## src/rtl/core/bft_pkg.sv

```systemverilog
// Shared types and constants of the breadth-first traversal unit.
package bft_pkg;

   // Width of a vertex index and of one adjacency row as they appear on the ports.
   localparam int VERT_W = 4;
   localparam int ROW_W = 16;
   // Largest number of vertices that the port widths can address.
   localparam int VERT_COUNT_MAX = 16;

   // What the back end is to do with a word.
   typedef enum logic [1:0] {
      CMD_STORE,
      CMD_STORE_RUN,
      CMD_RUN
   } cmd_kind_type;

   typedef struct packed {
      cmd_kind_type          kind;
      logic [VERT_W-1:0]     index;
      logic                  present;
      logic [ROW_W-1:0]      bits;
   } cmd_type;

endpackage

```

## src/rtl/core/bft_front.sv

```systemverilog
// Input stage: takes row words, classifies them and hands commands to the queue.
module bft_front #(
   parameter int MAX_VERTICES = 16
) (
   input  logic                          clock,
   input  logic                          reset,
   input  logic                          req_valid,
   output logic                          req_ready,
   input  logic [bft_pkg::VERT_W-1:0]    row_index,
   input  logic                          vertex_present,
   input  logic [bft_pkg::ROW_W-1:0]     row_bits,
   input  logic                          last_row,
   output logic                          cmd_valid,
   input  logic                          cmd_ready,
   output bft_pkg::cmd_type              cmd
);
   import bft_pkg::*;

   logic    hold_valid_ff, hold_valid_in;
   cmd_type hold_cmd_ff, hold_cmd_in;
   logic    in_range;
   logic    keep;
   logic    accept;

   // A row outside the graph is dropped unless it carries the last mark.
   assign in_range = 32'(row_index) < MAX_VERTICES;
   assign keep = in_range || last_row;

   assign cmd_valid = hold_valid_ff;
   assign cmd = hold_cmd_ff;
   assign req_ready = !hold_valid_ff || cmd_ready;
   assign accept = req_valid && req_ready;

   always_comb begin
      hold_valid_in = hold_valid_ff;
      hold_cmd_in = hold_cmd_ff;
      if (hold_valid_ff && cmd_ready) begin
         hold_valid_in = 1'b0;
      end
      if (accept) begin
         hold_valid_in = keep;
         hold_cmd_in.index = row_index;
         hold_cmd_in.present = vertex_present;
         hold_cmd_in.bits = row_bits;
         if (!last_row) begin
            hold_cmd_in.kind = CMD_STORE;
         end else if (in_range) begin
            hold_cmd_in.kind = CMD_STORE_RUN;
         end else begin
            hold_cmd_in.kind = CMD_RUN;
         end
      end
   end

   always_ff @(posedge clock) begin
      if (reset) begin
         hold_valid_ff <= 1'b0;
      end else begin
         hold_valid_ff <= hold_valid_in;
      end
      hold_cmd_ff <= hold_cmd_in;
   end

endmodule

```

## src/rtl/core/bft_cmd_fifo.sv

```systemverilog
// Two-entry command queue between the input stage and the traversal engine.
module bft_cmd_fifo (
   input  logic                clock,
   input  logic                reset,
   input  logic                push_valid,
   output logic                push_ready,
   input  bft_pkg::cmd_type    push_cmd,
   output logic                pop_valid,
   input  logic                pop_ready,
   output bft_pkg::cmd_type    pop_cmd
);
   import bft_pkg::*;

   cmd_type    slot_ff [2];
   logic       wr_ptr_ff, wr_ptr_in;
   logic       rd_ptr_ff, rd_ptr_in;
   logic [1:0] count_ff, count_in;
   logic       do_push;
   logic       do_pop;

   assign push_ready = count_ff != 2'd2;
   assign pop_valid = count_ff != 2'd0;
   assign pop_cmd = slot_ff[rd_ptr_ff];
   assign do_push = push_valid && push_ready;
   assign do_pop = pop_valid && pop_ready;

   always_comb begin
      wr_ptr_in = wr_ptr_ff ^ do_push;
      rd_ptr_in = rd_ptr_ff ^ do_pop;
      count_in = count_ff + 2'(do_push) - 2'(do_pop);
   end

   always_ff @(posedge clock) begin
      if (reset) begin
         wr_ptr_ff <= 1'b0;
         rd_ptr_ff <= 1'b0;
         count_ff <= 2'd0;
      end else begin
         wr_ptr_ff <= wr_ptr_in;
         rd_ptr_ff <= rd_ptr_in;
         count_ff <= count_in;
      end
      if (do_push) begin
         slot_ff[wr_ptr_ff] <= push_cmd;
      end
   end

endmodule

```

## src/rtl/core/bft_back.sv

```systemverilog
// Traversal engine: holds the graph, runs the breadth-first walks and drives results.
module bft_back #(
   parameter int MAX_VERTICES = 16
) (
   input  logic                          clock,
   input  logic                          reset,
   input  logic                          cmd_valid,
   output logic                          cmd_ready,
   input  bft_pkg::cmd_type              cmd,
   output logic                          rsp_valid,
   input  logic                          rsp_ready,
   output logic [bft_pkg::VERT_W-1:0]    rsp_vertex,
   output logic                          rsp_comp_end,
   output logic                          rsp_run_end
);
   import bft_pkg::*;

   localparam int NUM_V = (MAX_VERTICES < VERT_COUNT_MAX) ? MAX_VERTICES : VERT_COUNT_MAX;
   localparam int IDX_W = $clog2(NUM_V);
   localparam int PTR_W = $clog2(NUM_V + 1);

   typedef enum logic [1:0] {
      ST_IDLE,
      ST_SEED,
      ST_POP,
      ST_SCAN
   } state_type;

   state_type          state_ff, state_in;
   logic [NUM_V-1:0]   adj_ff [NUM_V];
   logic [NUM_V-1:0]   present_ff, present_in;
   logic [NUM_V-1:0]   visited_ff, visited_in;
   logic [IDX_W-1:0]   queue_ff [NUM_V];
   logic [PTR_W-1:0]   head_ff, head_in;
   logic [PTR_W-1:0]   tail_ff, tail_in;
   logic [PTR_W-1:0]   seed_ff, seed_in;
   logic [NUM_V-1:0]   mask_ff, mask_in;
   logic               pend_valid_ff, pend_valid_in;
   logic [IDX_W-1:0]   pend_vert_ff, pend_vert_in;
   logic               pend_comp_ff, pend_comp_in;
   logic               rsp_valid_ff, rsp_valid_in;
   logic [VERT_W-1:0]  rsp_vert_ff, rsp_vert_in;
   logic               rsp_comp_ff, rsp_comp_in;
   logic               rsp_run_ff, rsp_run_in;

   logic               out_free;
   logic               adj_we;
   logic [IDX_W-1:0]   adj_waddr;
   logic               queue_we;
   logic [IDX_W-1:0]   queue_waddr;
   logic [IDX_W-1:0]   emit_vert;
   logic               emit;
   logic               flush_run;
   logic [IDX_W-1:0]   seed_idx;
   logic [IDX_W-1:0]   head_vert;
   logic [IDX_W-1:0]   low_idx;

   assign rsp_valid = rsp_valid_ff;
   assign rsp_vertex = rsp_vert_ff;
   assign rsp_comp_end = rsp_comp_ff;
   assign rsp_run_end = rsp_run_ff;

   assign out_free = !rsp_valid_ff || rsp_ready;
   assign adj_waddr = cmd.index[IDX_W-1:0];
   assign seed_idx = seed_ff[IDX_W-1:0];
   assign head_vert = queue_ff[head_ff[IDX_W-1:0]];

   // Lowest neighbour still to be visited.
   always_comb begin
      low_idx = '0;
      for (int i = NUM_V - 1; i >= 0; i--) begin
         if (mask_ff[i]) begin
            low_idx = IDX_W'(i);
         end
      end
   end

   always_comb begin
      state_in = state_ff;
      present_in = present_ff;
      visited_in = visited_ff;
      head_in = head_ff;
      tail_in = tail_ff;
      seed_in = seed_ff;
      mask_in = mask_ff;
      pend_valid_in = pend_valid_ff;
      pend_vert_in = pend_vert_ff;
      pend_comp_in = pend_comp_ff;
      rsp_valid_in = rsp_valid_ff && !rsp_ready;
      rsp_vert_in = rsp_vert_ff;
      rsp_comp_in = rsp_comp_ff;
      rsp_run_in = rsp_run_ff;
      cmd_ready = 1'b0;
      adj_we = 1'b0;
      emit = 1'b0;
      emit_vert = '0;
      flush_run = 1'b0;
      queue_waddr = tail_ff[IDX_W-1:0];

      unique case (state_ff)
         ST_IDLE: begin
            cmd_ready = 1'b1;
            if (cmd_valid) begin
               if (cmd.kind == CMD_STORE || cmd.kind == CMD_STORE_RUN) begin
                  adj_we = 1'b1;
                  present_in[adj_waddr] = cmd.present;
               end
               if (cmd.kind == CMD_STORE_RUN || cmd.kind == CMD_RUN) begin
                  visited_in = '0;
                  seed_in = '0;
                  state_in = ST_SEED;
               end
            end
         end
         ST_SEED: begin
            if (out_free) begin
               if (seed_ff == PTR_W'(NUM_V)) begin
                  // The vertex held back is the last of the run.
                  flush_run = pend_valid_ff;
                  state_in = ST_IDLE;
               end else begin
                  seed_in = seed_ff + 1'b1;
                  if (present_ff[seed_idx] && !visited_ff[seed_idx]) begin
                     emit = 1'b1;
                     emit_vert = seed_idx;
                     queue_waddr = '0;
                     head_in = '0;
                     tail_in = PTR_W'(1);
                     state_in = ST_POP;
                  end
               end
            end
         end
         ST_POP: begin
            if (out_free) begin
               if (head_ff == tail_ff) begin
                  pend_comp_in = 1'b1;
                  state_in = ST_SEED;
               end else begin
                  head_in = head_ff + 1'b1;
                  mask_in = adj_ff[head_vert] & ~visited_ff;
                  state_in = ST_SCAN;
               end
            end
         end
         ST_SCAN: begin
            if (out_free) begin
               if (mask_ff == '0) begin
                  state_in = ST_POP;
               end else begin
                  emit = 1'b1;
                  emit_vert = low_idx;
                  mask_in[low_idx] = 1'b0;
                  tail_in = tail_ff + 1'b1;
               end
            end
         end
         default: begin
            state_in = ST_IDLE;
         end
      endcase

      // The most recent vertex is held back so that its end flags are known when it leaves.
      if (emit) begin
         visited_in[emit_vert] = 1'b1;
         if (pend_valid_ff) begin
            rsp_valid_in = 1'b1;
            rsp_vert_in = VERT_W'(pend_vert_ff);
            rsp_comp_in = pend_comp_ff;
            rsp_run_in = 1'b0;
         end
         pend_valid_in = 1'b1;
         pend_vert_in = emit_vert;
         pend_comp_in = 1'b0;
      end
      if (flush_run) begin
         rsp_valid_in = 1'b1;
         rsp_vert_in = VERT_W'(pend_vert_ff);
         rsp_comp_in = pend_comp_ff;
         rsp_run_in = 1'b1;
         pend_valid_in = 1'b0;
      end
   end

   assign queue_we = emit;

   always_ff @(posedge clock) begin
      if (reset) begin
         state_ff <= ST_IDLE;
         present_ff <= '0;
         visited_ff <= '0;
         head_ff <= '0;
         tail_ff <= '0;
         seed_ff <= '0;
         pend_valid_ff <= 1'b0;
         pend_comp_ff <= 1'b0;
         rsp_valid_ff <= 1'b0;
         for (int i = 0; i < NUM_V; i++) begin
            adj_ff[i] <= '0;
         end
      end else begin
         state_ff <= state_in;
         present_ff <= present_in;
         visited_ff <= visited_in;
         head_ff <= head_in;
         tail_ff <= tail_in;
         seed_ff <= seed_in;
         pend_valid_ff <= pend_valid_in;
         pend_comp_ff <= pend_comp_in;
         rsp_valid_ff <= rsp_valid_in;
         if (adj_we) begin
            adj_ff[adj_waddr] <= cmd.bits[NUM_V-1:0];
         end
      end
      mask_ff <= mask_in;
      pend_vert_ff <= pend_vert_in;
      rsp_vert_ff <= rsp_vert_in;
      rsp_comp_ff <= rsp_comp_in;
      rsp_run_ff <= rsp_run_in;
      if (queue_we) begin
         queue_ff[queue_waddr] <= emit_vert;
      end
   end

   // Nothing is held back between runs.
   assert property (@(posedge clock) disable iff (reset)
      state_ff == ST_IDLE |-> !pend_valid_ff)
      else $error("held-back vertex left over outside a run");

   // The read pointer never passes the write pointer.
   assert property (@(posedge clock) disable iff (reset)
      head_ff <= tail_ff && tail_ff <= PTR_W'(NUM_V))
      else $error("visit queue pointers out of order");

   // Neighbours still to be emitted are never already visited.
   assert property (@(posedge clock) disable iff (reset)
      state_ff == ST_SCAN |-> (mask_ff & visited_ff) == '0)
      else $error("neighbour mask holds a visited vertex");

   // The run-end word goes out and the engine returns to idle.
   assert property (@(posedge clock) disable iff (reset)
      flush_run |=> rsp_valid_ff && rsp_run_ff && state_ff == ST_IDLE)
      else $error("run end not delivered");

   // A new vertex only pushes a word out while the output stage can take it.
   assert property (@(posedge clock) disable iff (reset)
      emit |-> out_free)
      else $error("vertex emitted into a full output stage");

endmodule

```

## src/rtl/core/breadth_first_traversal_unit.sv

```systemverilog
// Top level of the breadth-first traversal unit over an adjacency matrix.
//
// Usage. Adjacency rows arrive on the req_ stream, one word per row: tdata carries
// the row index, the presence bit of that vertex and one edge bit per column;
// tlast marks the final row. Every row in range is stored, and the row marked last then
// starts a traversal of the stored graph. Results leave on the rsp_ stream, one
// word per visited vertex in breadth-first order: tdata holds the vertex index,
// tuser is set on the last vertex of one connected walk and tlast on the last
// vertex of the run. A run over a graph with no present vertex gives no word.
//
// Timing. Rows are taken one per cycle while the engine is idle and the queue has room; a
// row passes the input register and the command queue before it reaches the graph store.
// A traversal starts, steps through every seed position, dequeues each visited vertex, emits
// each neighbour found and closes each walk (MAX_VERTICES capped at 16), one step at a time
// in bft_back. Rows that arrive meanwhile wait in the input register and the queue.
//
// Reset clears the stored graph, the presence marks and all handshake state. When
// the receiver holds rsp_tready low the engine pauses in place and the result
// word holds; the input keeps filling the queue until it is full.
module breadth_first_traversal_unit #(
   parameter int MAX_VERTICES = 16
) (
   input  logic        clock,
   input  logic        reset,
   input  logic        req_tvalid,
   output logic        req_tready,
   input  logic [23:0] req_tdata,   // row_index [3:0], vertex_present [4], row_bits [20:5], zero fill
   input  logic        req_tlast,   // last_row
   output logic        rsp_tvalid,
   input  logic        rsp_tready,
   output logic [7:0]  rsp_tdata,   // visited_vertex [3:0], zero fill
   output logic        rsp_tuser,   // component_end
   output logic        rsp_tlast    // run_end
);
   import bft_pkg::*;

   logic              front_valid;
   logic              front_ready;
   cmd_type           front_cmd;
   logic              queue_valid;
   logic              queue_ready;
   cmd_type           queue_cmd;
   logic [VERT_W-1:0] rsp_vertex;

   // The front classifies each row: store only, store and start a run, or start a
   // run alone for an out-of-range row that carries the last mark.
   bft_front #(
      .MAX_VERTICES (MAX_VERTICES)
   ) u_front (
      .clock          (clock),
      .reset          (reset),
      .req_valid      (req_tvalid),
      .req_ready      (req_tready),
      .row_index      (req_tdata[3:0]),
      .vertex_present (req_tdata[4]),
      .row_bits       (req_tdata[20:5]),
      .last_row       (req_tlast),
      .cmd_valid      (front_valid),
      .cmd_ready      (front_ready),
      .cmd            (front_cmd)
   );

   // The queue lets rows keep arriving while a traversal is under way.
   bft_cmd_fifo u_queue (
      .clock      (clock),
      .reset      (reset),
      .push_valid (front_valid),
      .push_ready (front_ready),
      .push_cmd   (front_cmd),
      .pop_valid  (queue_valid),
      .pop_ready  (queue_ready),
      .pop_cmd    (queue_cmd)
   );

   // The back end owns the graph and the walk, and registers every result word.
   bft_back #(
      .MAX_VERTICES (MAX_VERTICES)
   ) u_back (
      .clock        (clock),
      .reset        (reset),
      .cmd_valid    (queue_valid),
      .cmd_ready    (queue_ready),
      .cmd          (queue_cmd),
      .rsp_valid    (rsp_tvalid),
      .rsp_ready    (rsp_tready),
      .rsp_vertex   (rsp_vertex),
      .rsp_comp_end (rsp_tuser),
      .rsp_run_end  (rsp_tlast)
   );

   assign rsp_tdata = {4'b0000, rsp_vertex};

endmodule
```

## config.mk

```make
export PLATFORM = sky130hd
export DESIGN_NAME = breadth_first_traversal_unit
export DESIGN_NICKNAME = d
export VERILOG_FILES = /design/src/rtl/core/bft_pkg.sv /design/src/rtl/core/bft_front.sv /design/src/rtl/core/bft_cmd_fifo.sv /design/src/rtl/core/bft_back.sv /design/src/rtl/core/breadth_first_traversal_unit.sv
export SDC_FILE = /design/constraint.sdc
export NUM_CORES = 1
export LEC_CHECK = 0
export BUFFER_PORTS_ARGS = -buffer_cell sky130_fd_sc_hd__buf_2
export CORE_ASPECT_RATIO = 1.75
export CORE_MARGIN = 2
export CORE_UTILIZATION = 29
export CTS_CLUSTER_DIAMETER = 80
export DETAILED_ROUTE_END_ITERATION = 6
export GPL_TIMING_DRIVEN = 0
export REMOVE_ABC_BUFFERS = 1
export SLEW_MARGIN = 20
export SYNTH_ARGS = -nofsm -noshare
export SYNTH_HDL_FRONTEND = slang
export SYNTH_SLANG_ARGS = --single-unit
```

## constraint.sdc

```tcl
create_clock -name clock -period 3.9 [get_ports clock]
set_input_delay 0.195 -clock clock [delete_from_list [all_inputs] [get_ports clock]]
set_output_delay 0.195 -clock clock [all_outputs]
set_load 0.01 [all_outputs]
```

==> results of run 1 <==
-- metrics by stage --
| step | hold WS [ns] | instance area, um2 |
|---|---|---|
| floorplan | 0.2641 | 19680 |
| detailed placement | 0.3731 | 21400 |
| CTS | 0.1463 | 22980 |
| finish | 0.1648 | 23000 |
| global route | 0.1975 | 23000 |
| global placement | 0.3720 | 20970 |
-- repair_timing --
item	in CTS	in global routing
endpoints found under the setup margin	15	2
endpoints found under the hold margin	23	0
hold buffers	23	0
resized for setup	7	1
-- state kept, by name (all words and copies together) (netlist names), 16 cells and up, named ones only --
signal and cells:
u_front.cmd 22, u_back.mask_ff 16, u_back.visited_ff 16, u_queue.slot_ff 44
u_back.queue_ff 64, u_back.adj_ff 256, u_back.present_ff 16
-- where the power goes --
group	total, mW	internal, mW	leakage (nW)	switching, mW
combinational	1.23	0.372	2.54	0.855
clock	4.12	2.28	0.650	1.84
sequential	6.02	5.82	4.51	0.197
total	11.4	8.48	7.69	2.90
-- cell usage after synthesis, types with 6 or more instances --
cell / number
edfxtp_1: 411
nor2_1: 342
nand2_1: 169
mux2i_1: 92
dfxtp_1: 62
clkbuf_1: 61
nand3_1: 51
a21oi_1: 38
inv_1: 36
o21ai_0: 25
buf_2: 22
nand2b_1: 22
nor3_1: 22
a311oi_1: 19
o22ai_1: 19
o211ai_1: 18
a21o_1: 17
nand4_1: 16
mux2_2: 15
buf_4: 13
mux4_2: 13
xor2_1: 13
a211oi_1: 9
or2_2: 9
ha_1: 8
a22oi_1: 6
a31oi_1: 6
xnor2_1: 6
-- kinds of logic after synthesis --
| kind of cell | share of synthesized area |
|---|---|
| simple gates | 0.1396 |
| flops | 0.6742 |
| compound gates | 0.07130 |
| buf+inv | 0.03062 |
| mux | 0.07086 |
| xor+xnor | 0.008260 |
| fa+ha+maj | 0.004969 |
| other cells | 0.0001861 |
-- final cells by class --
type                    instances  area [um2]
fillers                      6765       45650
flip-flops and latches        473       13590
multi-input cells            1021        6151
clock buffers                  57        1151
well taps                     903        1130
repair buffers                 71       661.9
clock inverters                18       176.4
inverters                      36       135.1
-- metal layers --
layer,up-vias,global-route usage,part of all wire
met2,515,0.2825,0.53
met4,0,0.1088,0.076
met5,-,0,0
met1,6565,0.1588,0.35
met3,176,0.02061,0.052
li1,5915,-,-
-- worst reg2reg max path, delay by kind of cell, from the launching register on --
| kind | cells | cell delay [ns] |
|---|---|---|
| AO/OA/AOI/OAI | 3 | 1.34 |
| buffers and inverters | 1 | 0.26 |
| flip-flops | 1 | 0.58 |
| multiplexers | 1 | 0.61 |
| AND/OR/NAND/NOR | 3 | 0.78 |
-- worst max path at each step --
stage                         start  cells past startpoint                  to
after floorplan           flip-flop                      8  u_back.mask_ff[14]
after global placement    flip-flop                      7  u_back.mask_ff[12]
after detailed placement  flip-flop                      9   u_back.mask_ff[5]
after CTS                 flip-flop                      9   u_back.mask_ff[5]
after global routing      flip-flop                      9   u_back.mask_ff[5]
final                     flip-flop                      8   u_back.mask_ff[5]
-- cells in the final DEF, fill, tap and decap left out, drive strengths merged, types with 15 or more instances in the layout --
master | netlist | final
nor3 | 22 | 22
clkbuf | 61 | 57
a311oi | 19 | 19
dlygate4sd3 | 0 | 23
buf | 41 | 48
nand2b | 22 | 22
a21oi | 39 | 39
mux2i | 94 | 94
o21ai | 25 | 25
o22ai | 19 | 19
nand2 | 169 | 169
inv | 36 | 40
o211ai | 19 | 19
nand4 | 16 | 16
nand3 | 51 | 51
dfxtp | 62 | 62
mux2 | 15 | 15
nor2 | 342 | 342
a21o | 17 | 17
edfxtp | 411 | 411
==> impl_metrics.env, run 1 <==
export IMPL_synth_cells=1629
export IMPL_status="complete, no violations"
export IMPL_first_pass_iters=7
export IMPL_dieArea_mm2=0.07167
export IMPL_io_pins=41
export IMPL_hold_viol_final=0
export IMPL_reg2regPathDepth=8
export IMPL_cts_tree="yes"
export IMPL_tns_ns=0
export IMPL_min_from="rsp_tready"
export IMPL_grt_overflow=0
export IMPL_grt_max_degree=57
export IMPL_reg2reg_to="u_back.mask_ff[5]"
export IMPL_slowest_stage="mux4_2"
export IMPL_ir_worst_vdd_v=0.0003601
export IMPL_path_class="reg2reg"
export IMPL_cts_made_buffers=43
export IMPL_place_ws_ns=-0.9012
export IMPL_synth_top_area_share=0.6126
export IMPL_synth_edff_count=411
export IMPL_viasPerCell=5.107
export IMPL_io_buffers=33
export IMPL_drive_gt1_frac=0.1122
export IMPL_cts_root_buffer="clkbuf_16"
export IMPL_vias=13170
export IMPL_yosysSeqAreaShare=0.6742
export IMPL_wire_per_inst_um=21.64
export IMPL_slew_violations=0
export IMPL_period_share=0.9492
export IMPL_antenna_cells=0
export IMPL_syn_avg_cell_area_um2=12.37
export IMPL_crit_arrival_ns=4.13
export IMPL_cts_sinks=473
export IMPL_clock_latency_ns=0.57
export IMPL_synth_area_leaders="edfxtp_1, nor2_1, dfxtp_1"
export IMPL_die_h_um=352.7
export IMPL_cts_setup_buffers=0
export IMPL_worstSetupStartpointType="flip-flop"
export IMPL_max_freq_ghz=0.2701
export IMPL_synth_main_ff_cell="edfxtp_1"
export IMPL_grt_pass1_vias=13280
export IMPL_synth_cell_types=69
export IMPL_tightest_slew_ns=1.207
export IMPL_max_stage_delay_ns=0.60
export IMPL_dp_cells=2481
export IMPL_p_total_mw=11.37
export IMPL_synthArstFlopShare=0
export IMPL_start_util=0.2935
export IMPL_cp_end_kind="flip-flop"
export IMPL_worstHoldPathCells=3
export IMPL_synth_top_cell_by_area="edfxtp_1"
export IMPL_antenna_found_initial=0
export IMPL_setup_ws_ns=0.1983
export IMPL_ys_warn_count=0
export IMPL_clkTransAtPathRegs_ns=0.07
export IMPL_cts_htree_levels=2
export IMPL_track_usage=0.1537
export IMPL_grt_pass1_wl_mm=82.21
export IMPL_post_route_util=0.3350
export IMPL_final_nets=1683
export IMPL_ant_nets=0
export IMPL_finalNonFillerCells=2579
export IMPL_hpwl_mm=36.66
export IMPL_drt_iter0_drc=1261
export IMPL_rsz0062_at_grt="false"
export IMPL_skew_ns=0.02091
export IMPL_reg2reg_slack_ns=0.20
export IMPL_drc_errors=0
export IMPL_power_density_mw_per_mm2=494.6
export IMPL_crit_chain="mux4_2 > o211ai_2 > and2_4 > buf_12 > nand2_1 > a311oi_2 > o211ai_1 > nand3_1"
export IMPL_p_leak_nw=7.692
export IMPL_min_period_ns=3.702
export IMPL_hold_path_class="in2reg"
export IMPL_drt_wl_total_mm=55.82
export IMPL_path_delay_family="compound AO/OA/AOI/OAI gates"
export IMPL_netlist_area_mm2=0.02015
export IMPL_synth_seq_cells=473
export IMPL_cts_path_max_buffers=3
export IMPL_area_growth_pct=14.15
export IMPL_core_mm2=0.06865
export IMPL_place_gp_congestion=0.8798
export IMPL_hold_path_end="u_back.rsp_valid"
export IMPL_setup_viol=0
export IMPL_critical_path_required_ns=4.33
export IMPL_cap_viol_max_count=0
export IMPL_cp_max_fo=38
export IMPL_die_w_um=203.2
export IMPL_cp_buffers_inverters=1
export IMPL_placementRows=127
export IMPL_relSlewSlack=0.1931
(Power assumes the default switching activity.)
==> inputs of run 2 (changes only) <==
--- a/config.mk
+++ b/config.mk
@@ -11,7 +11,6 @@
 export CORE_UTILIZATION = 29
 export CTS_CLUSTER_DIAMETER = 80
 export DETAILED_ROUTE_END_ITERATION = 6
-export GPL_TIMING_DRIVEN = 0
 export REMOVE_ABC_BUFFERS = 1
 export SLEW_MARGIN = 20
 export SYNTH_ARGS = -nofsm -noshare
==> run 2 against run 1 <==
Combinational power grew 6%; largest power group unchanged; worst hold slack improved by 0.039 ns; global-route usage increased by 0.48 points; via count up 0.82%; clock skew fell by 0.0022 ns.
==> impl_metrics.env, run 2 (synthesis results as in run 1) <==
export IMPL_status="complete, no violations"
export IMPL_cap_viol_max_count=0
export IMPL_clkPwrFrac=0.361
export IMPL_cts_htree_levels=2
export IMPL_clkTransAtPathRegs_ns=0.07
export IMPL_critical_path_required_ns=4.31
export IMPL_cts_tree="yes"
export IMPL_drt_wl_total_mm=56.81
export IMPL_finalNonFillerCells=2643
export IMPL_p_leak_nw=7.921
export IMPL_max_freq_ghz=0.2995
export IMPL_skew_ns=0.01871
export IMPL_ir_worst_vdd_v=0.0003786
export IMPL_place_gp_congestion=0.8936
export IMPL_drive_gt1_frac=0.1247
export IMPL_wire_per_inst_um=21.49
export IMPL_hpwl_mm=39.14
export IMPL_hold_viol_final=0
export IMPL_antenna_cells=0
export IMPL_tns_ns=0
export IMPL_p_int_mw=8.447
export IMPL_setup_viol=0
export IMPL_start_util=0.2935
export IMPL_vias=13280
export IMPL_io_buffers=33
export IMPL_worstSetupStartpointType="flip-flop"
export IMPL_final_common_cell="edfxtp_1"
export IMPL_p_total_mw=11.36
export IMPL_antenna_found_initial=0
export IMPL_cts_setup_buffers=0
export IMPL_relSlewSlack=0.2946
export IMPL_cts_made_buffers=42
export IMPL_grt_max_degree=55
export IMPL_hold_path_class="in2reg"
export IMPL_path_class="reg2reg"
export IMPL_tightest_slew_ns=1.056
export IMPL_final_nets=1744
export IMPL_dp_cells=2543
export IMPL_power_density_mw_per_mm2=490.5
export IMPL_dieArea_mm2=0.07167
export IMPL_p_switching_mw=2.916
export IMPL_rsz0062_at_grt="false"
export IMPL_slew_violations=0
export IMPL_min_period_ns=3.339
export IMPL_area_growth_pct=14.99
export IMPL_first_pass_iters=5
export IMPL_cts_sinks=473
export IMPL_period_share=0.8562
export IMPL_die_w_um=203.2
export IMPL_sequentialPowerShare=0.525
export IMPL_cts_root_buffer="clkbuf_16"
export IMPL_grt_pass1_wl_mm=84.41
export IMPL_viasPerCell=5.024
export IMPL_track_usage=0.1585
export IMPL_placementRows=127
export IMPL_post_route_util=0.3375
export IMPL_final_cell_mix="edfxtp_1, nor2_1, nand2_1"
export IMPL_largestRegisters="u_back.adj_ff (256), u_back.queue_ff (64), u_queue.slot_ff (44)"
export IMPL_cp_max_fo=28
export IMPL_cts_path_max_buffers=3
export IMPL_switching_share=0.2566
export IMPL_core_mm2=0.06865
export IMPL_largest_register="u_back.adj_ff"
export IMPL_clock_latency_ns=0.57
export IMPL_ant_nets=0
export IMPL_die_h_um=352.7
export IMPL_largest_register_ffs=256
export IMPL_io_pins=41
export IMPL_crit_arrival_ns=3.75
export IMPL_cp_end_kind="flip-flop"
export IMPL_grt_pass1_vias=13710
export IMPL_grt_overflow=0
export IMPL_pwr_share_comb=0.114
export IMPL_drt_iter0_drc=1241
export IMPL_drc_errors=0
==> run 2: cell types whose count changed in the layout (fill, tap and decap cells not counted), sizes merged <==
cell,delta
clkbuf,-5
buf,+62
inv,-1
clkinvlp,+1
clkinv,+7
==> run 2: timing repair <==
action                    4_1_cts  5_1_grt
hold endpoints to repair       23        0
gates resized for setup         0        0
hold buffers                   23        0
==> run 2: worst paths after layout <==
path	cells after the start	slack (ns)	startpoint	endpoint
setup reg to reg	8	0.56	flip-flop	u_back.mask_ff[12]
setup / recovery	8	0.56	flip-flop	u_back.mask_ff[12]
hold reg to reg	0	0.42	u_back.pend_vert_ff[1]	u_back.rsp_vertex[1]
hold / removal	3	0.20	rsp_tready	u_back.rsp_valid
==> run 2: layout make-up <==
cell class | instances | area, um2
clock buffer | 52 | 1110
clock inverter | 25 | 209.0
fill | 6779 | 45480
inverter | 36 | 135.1
multi-input combinational | 1021 | 5987
sequential | 473 | 13580
tap | 903 | 1130
timing repair buffer | 133 | 1011
==> run 2: power groups by stage <==
stage / registers (mW) / clock network, mW / logic [mW]
after floorplan: 6.05 / 0 / 0.717
after global placement: 6.06 / 0 / 1.24
after detailed placement: 6.08 / 0 / 1.27
after CTS: 5.97 / 4.18 / 1.29
after global routing: 6.00 / 4.35 / 1.39
final: 5.97 / 4.10 / 1.30
==> run 2: layer usage <==
metal / track usage / wire (um) / up-vias / share of wire
met5: 0 / 0 / - / 0
met4: 0.1312 / 5116 / 0 / 0.090
met3: 0.02079 / 3149 / 195 / 0.055
met2: 0.2859 / 29500 / 533 / 0.52
met1: 0.1610 / 19050 / 6505 / 0.34
li1: - / - / 6046 / -
==> run 2: worst max-delay path, cell delays in order (launching register included) <==
cell      delay (ns)
dfxtp_1         0.67
mux4_2          0.61
mux2i_4         0.50
buf_12          0.28
mux2_2          0.19
nor2_1          0.03
a21oi_1         0.60
o211ai_1        0.15
o211ai_1        0.11
==> run 2: per-stage QoR <==
step / setup WS, ns / hold slack, ns / instance area, um2
after floorplan: -0.6392 / 0.2641 / 19680
after global placement: 0.5398 / 0.3723 / 21610
after detailed placement: 0.5597 / 0.3731 / 21610
after CTS: 0.5538 / 0.1764 / 23160
after global routing: 0.3798 / 0.2188 / 23160
final: 0.5607 / 0.2038 / 23160
==> inputs of run 3 (changes only) <==
==> constraint.sdc (replaced) <==
create_clock -name clock -period 3.2 [get_ports clock]
set_input_delay 0.16 -clock clock [delete_from_list [all_inputs] [get_ports clock]]
set_output_delay 0.16 -clock clock [all_outputs]
set_load 0.01 [all_outputs]
==> run 3 against run 2 <==
Fmax up 13%; clock skew rose by 0.011 ns; critical path depth unchanged; die area is the same; critical endpoint is now u_back.mask_ff[2]; first-iteration DRC count decreased by 5.9%; sequential power rose by 22%.
==> impl_metrics.env, run 3 (synthesis results as in run 1) <==
export IMPL_status="complete, no violations"
export IMPL_vias=13400
export IMPL_core_mm2=0.06865
export IMPL_cts_root_buffer="clkbuf_16"
export IMPL_cp_end_kind="flip-flop"
export IMPL_final_nets=1770
export IMPL_max_freq_ghz=0.3389
export IMPL_power_density_mw_per_mm2=594.9
export IMPL_ir_worst_vdd_v=0.0004816
export IMPL_multi_input_area_mm2=0.005995
export IMPL_cap_viol_max_count=0
export IMPL_hold_viol_final=0
export IMPL_p_leak_nw=8.112
export IMPL_clkPwrFrac=0.366
export IMPL_io_buffers=33
export IMPL_place_gp_congestion=0.8624
export IMPL_cts_sinks=473
export IMPL_grt_pass1_wl_mm=84.26
export IMPL_largestRegisters="u_back.adj_ff (256), u_back.queue_ff (64), u_queue.slot_ff (44)"
export IMPL_track_usage=0.1563
export IMPL_regArea_mm2=0.01358
export IMPL_skew_ns=0.02969
export IMPL_grt_overflow=0
export IMPL_cts_htree_levels=2
export IMPL_largest_register="u_back.adj_ff"
export IMPL_setup_viol=0
export IMPL_first_pass_iters=5
export IMPL_wire_per_inst_um=21.04
export IMPL_cts_tree="yes"
export IMPL_clock_latency_ns=0.58
export IMPL_p_total_mw=14.00
export IMPL_nFillCells=6759
export IMPL_p_switching_mw=3.674
export IMPL_drc_errors=0
export IMPL_cts_path_max_buffers=3
export IMPL_clkTransAtPathRegs_ns=0.07
export IMPL_start_util=0.2935
export IMPL_largest_register_ffs=256
export IMPL_viasPerCell=5.019
export IMPL_area_growth_pct=16.85
export IMPL_period_share=0.9220
export IMPL_min_period_ns=2.951
export IMPL_ant_nets=0
export IMPL_reg2regPathDepth=8
export IMPL_drt_iter0_drc=1168
export IMPL_relSlewSlack=0.2423
export IMPL_placementRows=127
export IMPL_final_cell_mix="edfxtp_1, nor2_1, nand2_1"
export IMPL_grt_pass1_vias=13840
export IMPL_cp_max_fo=33
export IMPL_critical_path_required_ns=3.51
export IMPL_hpwl_mm=39.85
export IMPL_slew_violations=0
export IMPL_dieArea_mm2=0.07167
export IMPL_hold_path_class="in2reg"
export IMPL_tightest_slew_ns=1.133
export IMPL_rsz0062_at_grt="false"
export IMPL_worstSetupStartpointType="flip-flop"
export IMPL_post_route_util=0.3429
export IMPL_sequentialPowerShare=0.519
export IMPL_final_common_cell="edfxtp_1"
export IMPL_drive_gt1_frac=0.1444
export IMPL_grt_max_degree=44
export IMPL_antenna_cells=0
export IMPL_antenna_found_initial=0
export IMPL_crit_arrival_ns=3.26
export IMPL_die_h_um=352.7
export IMPL_pwr_share_comb=0.116
export IMPL_cts_setup_buffers=0
export IMPL_p_int_mw=10.33
export IMPL_io_pins=41
export IMPL_worstHoldPathCells=3
export IMPL_path_class="reg2reg"
export IMPL_drt_wl_total_mm=56.16
export IMPL_cts_made_buffers=43
export IMPL_die_w_um=203.2
export IMPL_switching_share=0.2623
## run 3: changes by cell type in the layout (fill, tap and decap cells not counted), moves of 2 or more
cell,change
buf_4,+16
clkinv_4,+5
clkinv_2,-3
clkinvlp_4,+2
clkbuf_1,-3
bufinv_16,-2
clkinv_1,-8
buf_12,+9
clkbuf_8,+2
inv_6,+5
## run 3: worst max-delay path, stage by stage, from the launching register on
cell and delay, ns:
dfxtp_1 0.49, mux4_2 0.56, o211ai_2 0.31, nand2_4 0.12, buf_12 0.20, nor2_1 0.49, o2111ai_1 0.24, nand4_1 0.16
nand3_1 0.09
## run 3: power groups by stage
stage,Combinational (mW),Clock [mW],Sequential [mW]
floorplan,0.874,0,7.37
global placement,1.55,0,7.38
detailed placement,1.58,0,7.40
CTS,1.61,5.22,7.26
global route,1.74,5.41,7.30
finish,1.62,5.12,7.26
## run 3: repair_timing
action / CTS / global route
gates resized for setup: 0 / 2
endpoints found under the setup margin: 0 / 27
hold endpoints to repair: 23 / 0
hold buffers: 23 / 0
## run 3: layer usage
layer / track usage / wire (um)
met1: 0.1527 / 18390
met2: 0.2977 / 30480
met3: 0.01987 / 2950
met4: 0.1114 / 4328
met5: 0 / 0
## run 3: area by class of cell
class	instances	area share
well taps	903	0.04800
clock inverters	26	0.009939
repair buffers	158	0.05570
flip-flops and latches	473	0.5771
inverters	36	0.005740
multi-input cells	1021	0.2547
clock buffers	52	0.04890
## run 3: path summary, 6_finish.rpt
kind | endpoint | slack [ns] | start
setup reg to reg | u_back.mask_ff[2] | 0.25 | flip-flop
hold reg to reg | u_back.rsp_vertex[3] | 0.42 | u_back.pend_vert_ff[3]
setup / recovery | u_back.mask_ff[2] | 0.25 | flip-flop
hold / removal | u_back.rsp_valid | 0.08 | rsp_tready
## run 3: through the flow
stage,std cells,hold WS (ns),cell area [um2],TNS (ns),setup slack (ns)
after global placement,2568,0.3383,21920,0,0.2071
after CTS,2669,0.08530,23540,0,0.1930
final,2669,0.07619,23540,0,0.2495
after floorplan,1530,0.2291,19680,-18.85,-1.339
after detailed placement,2568,0.3381,21920,0,0.2172
after global routing,2669,0.1282,23540,0,0.001030
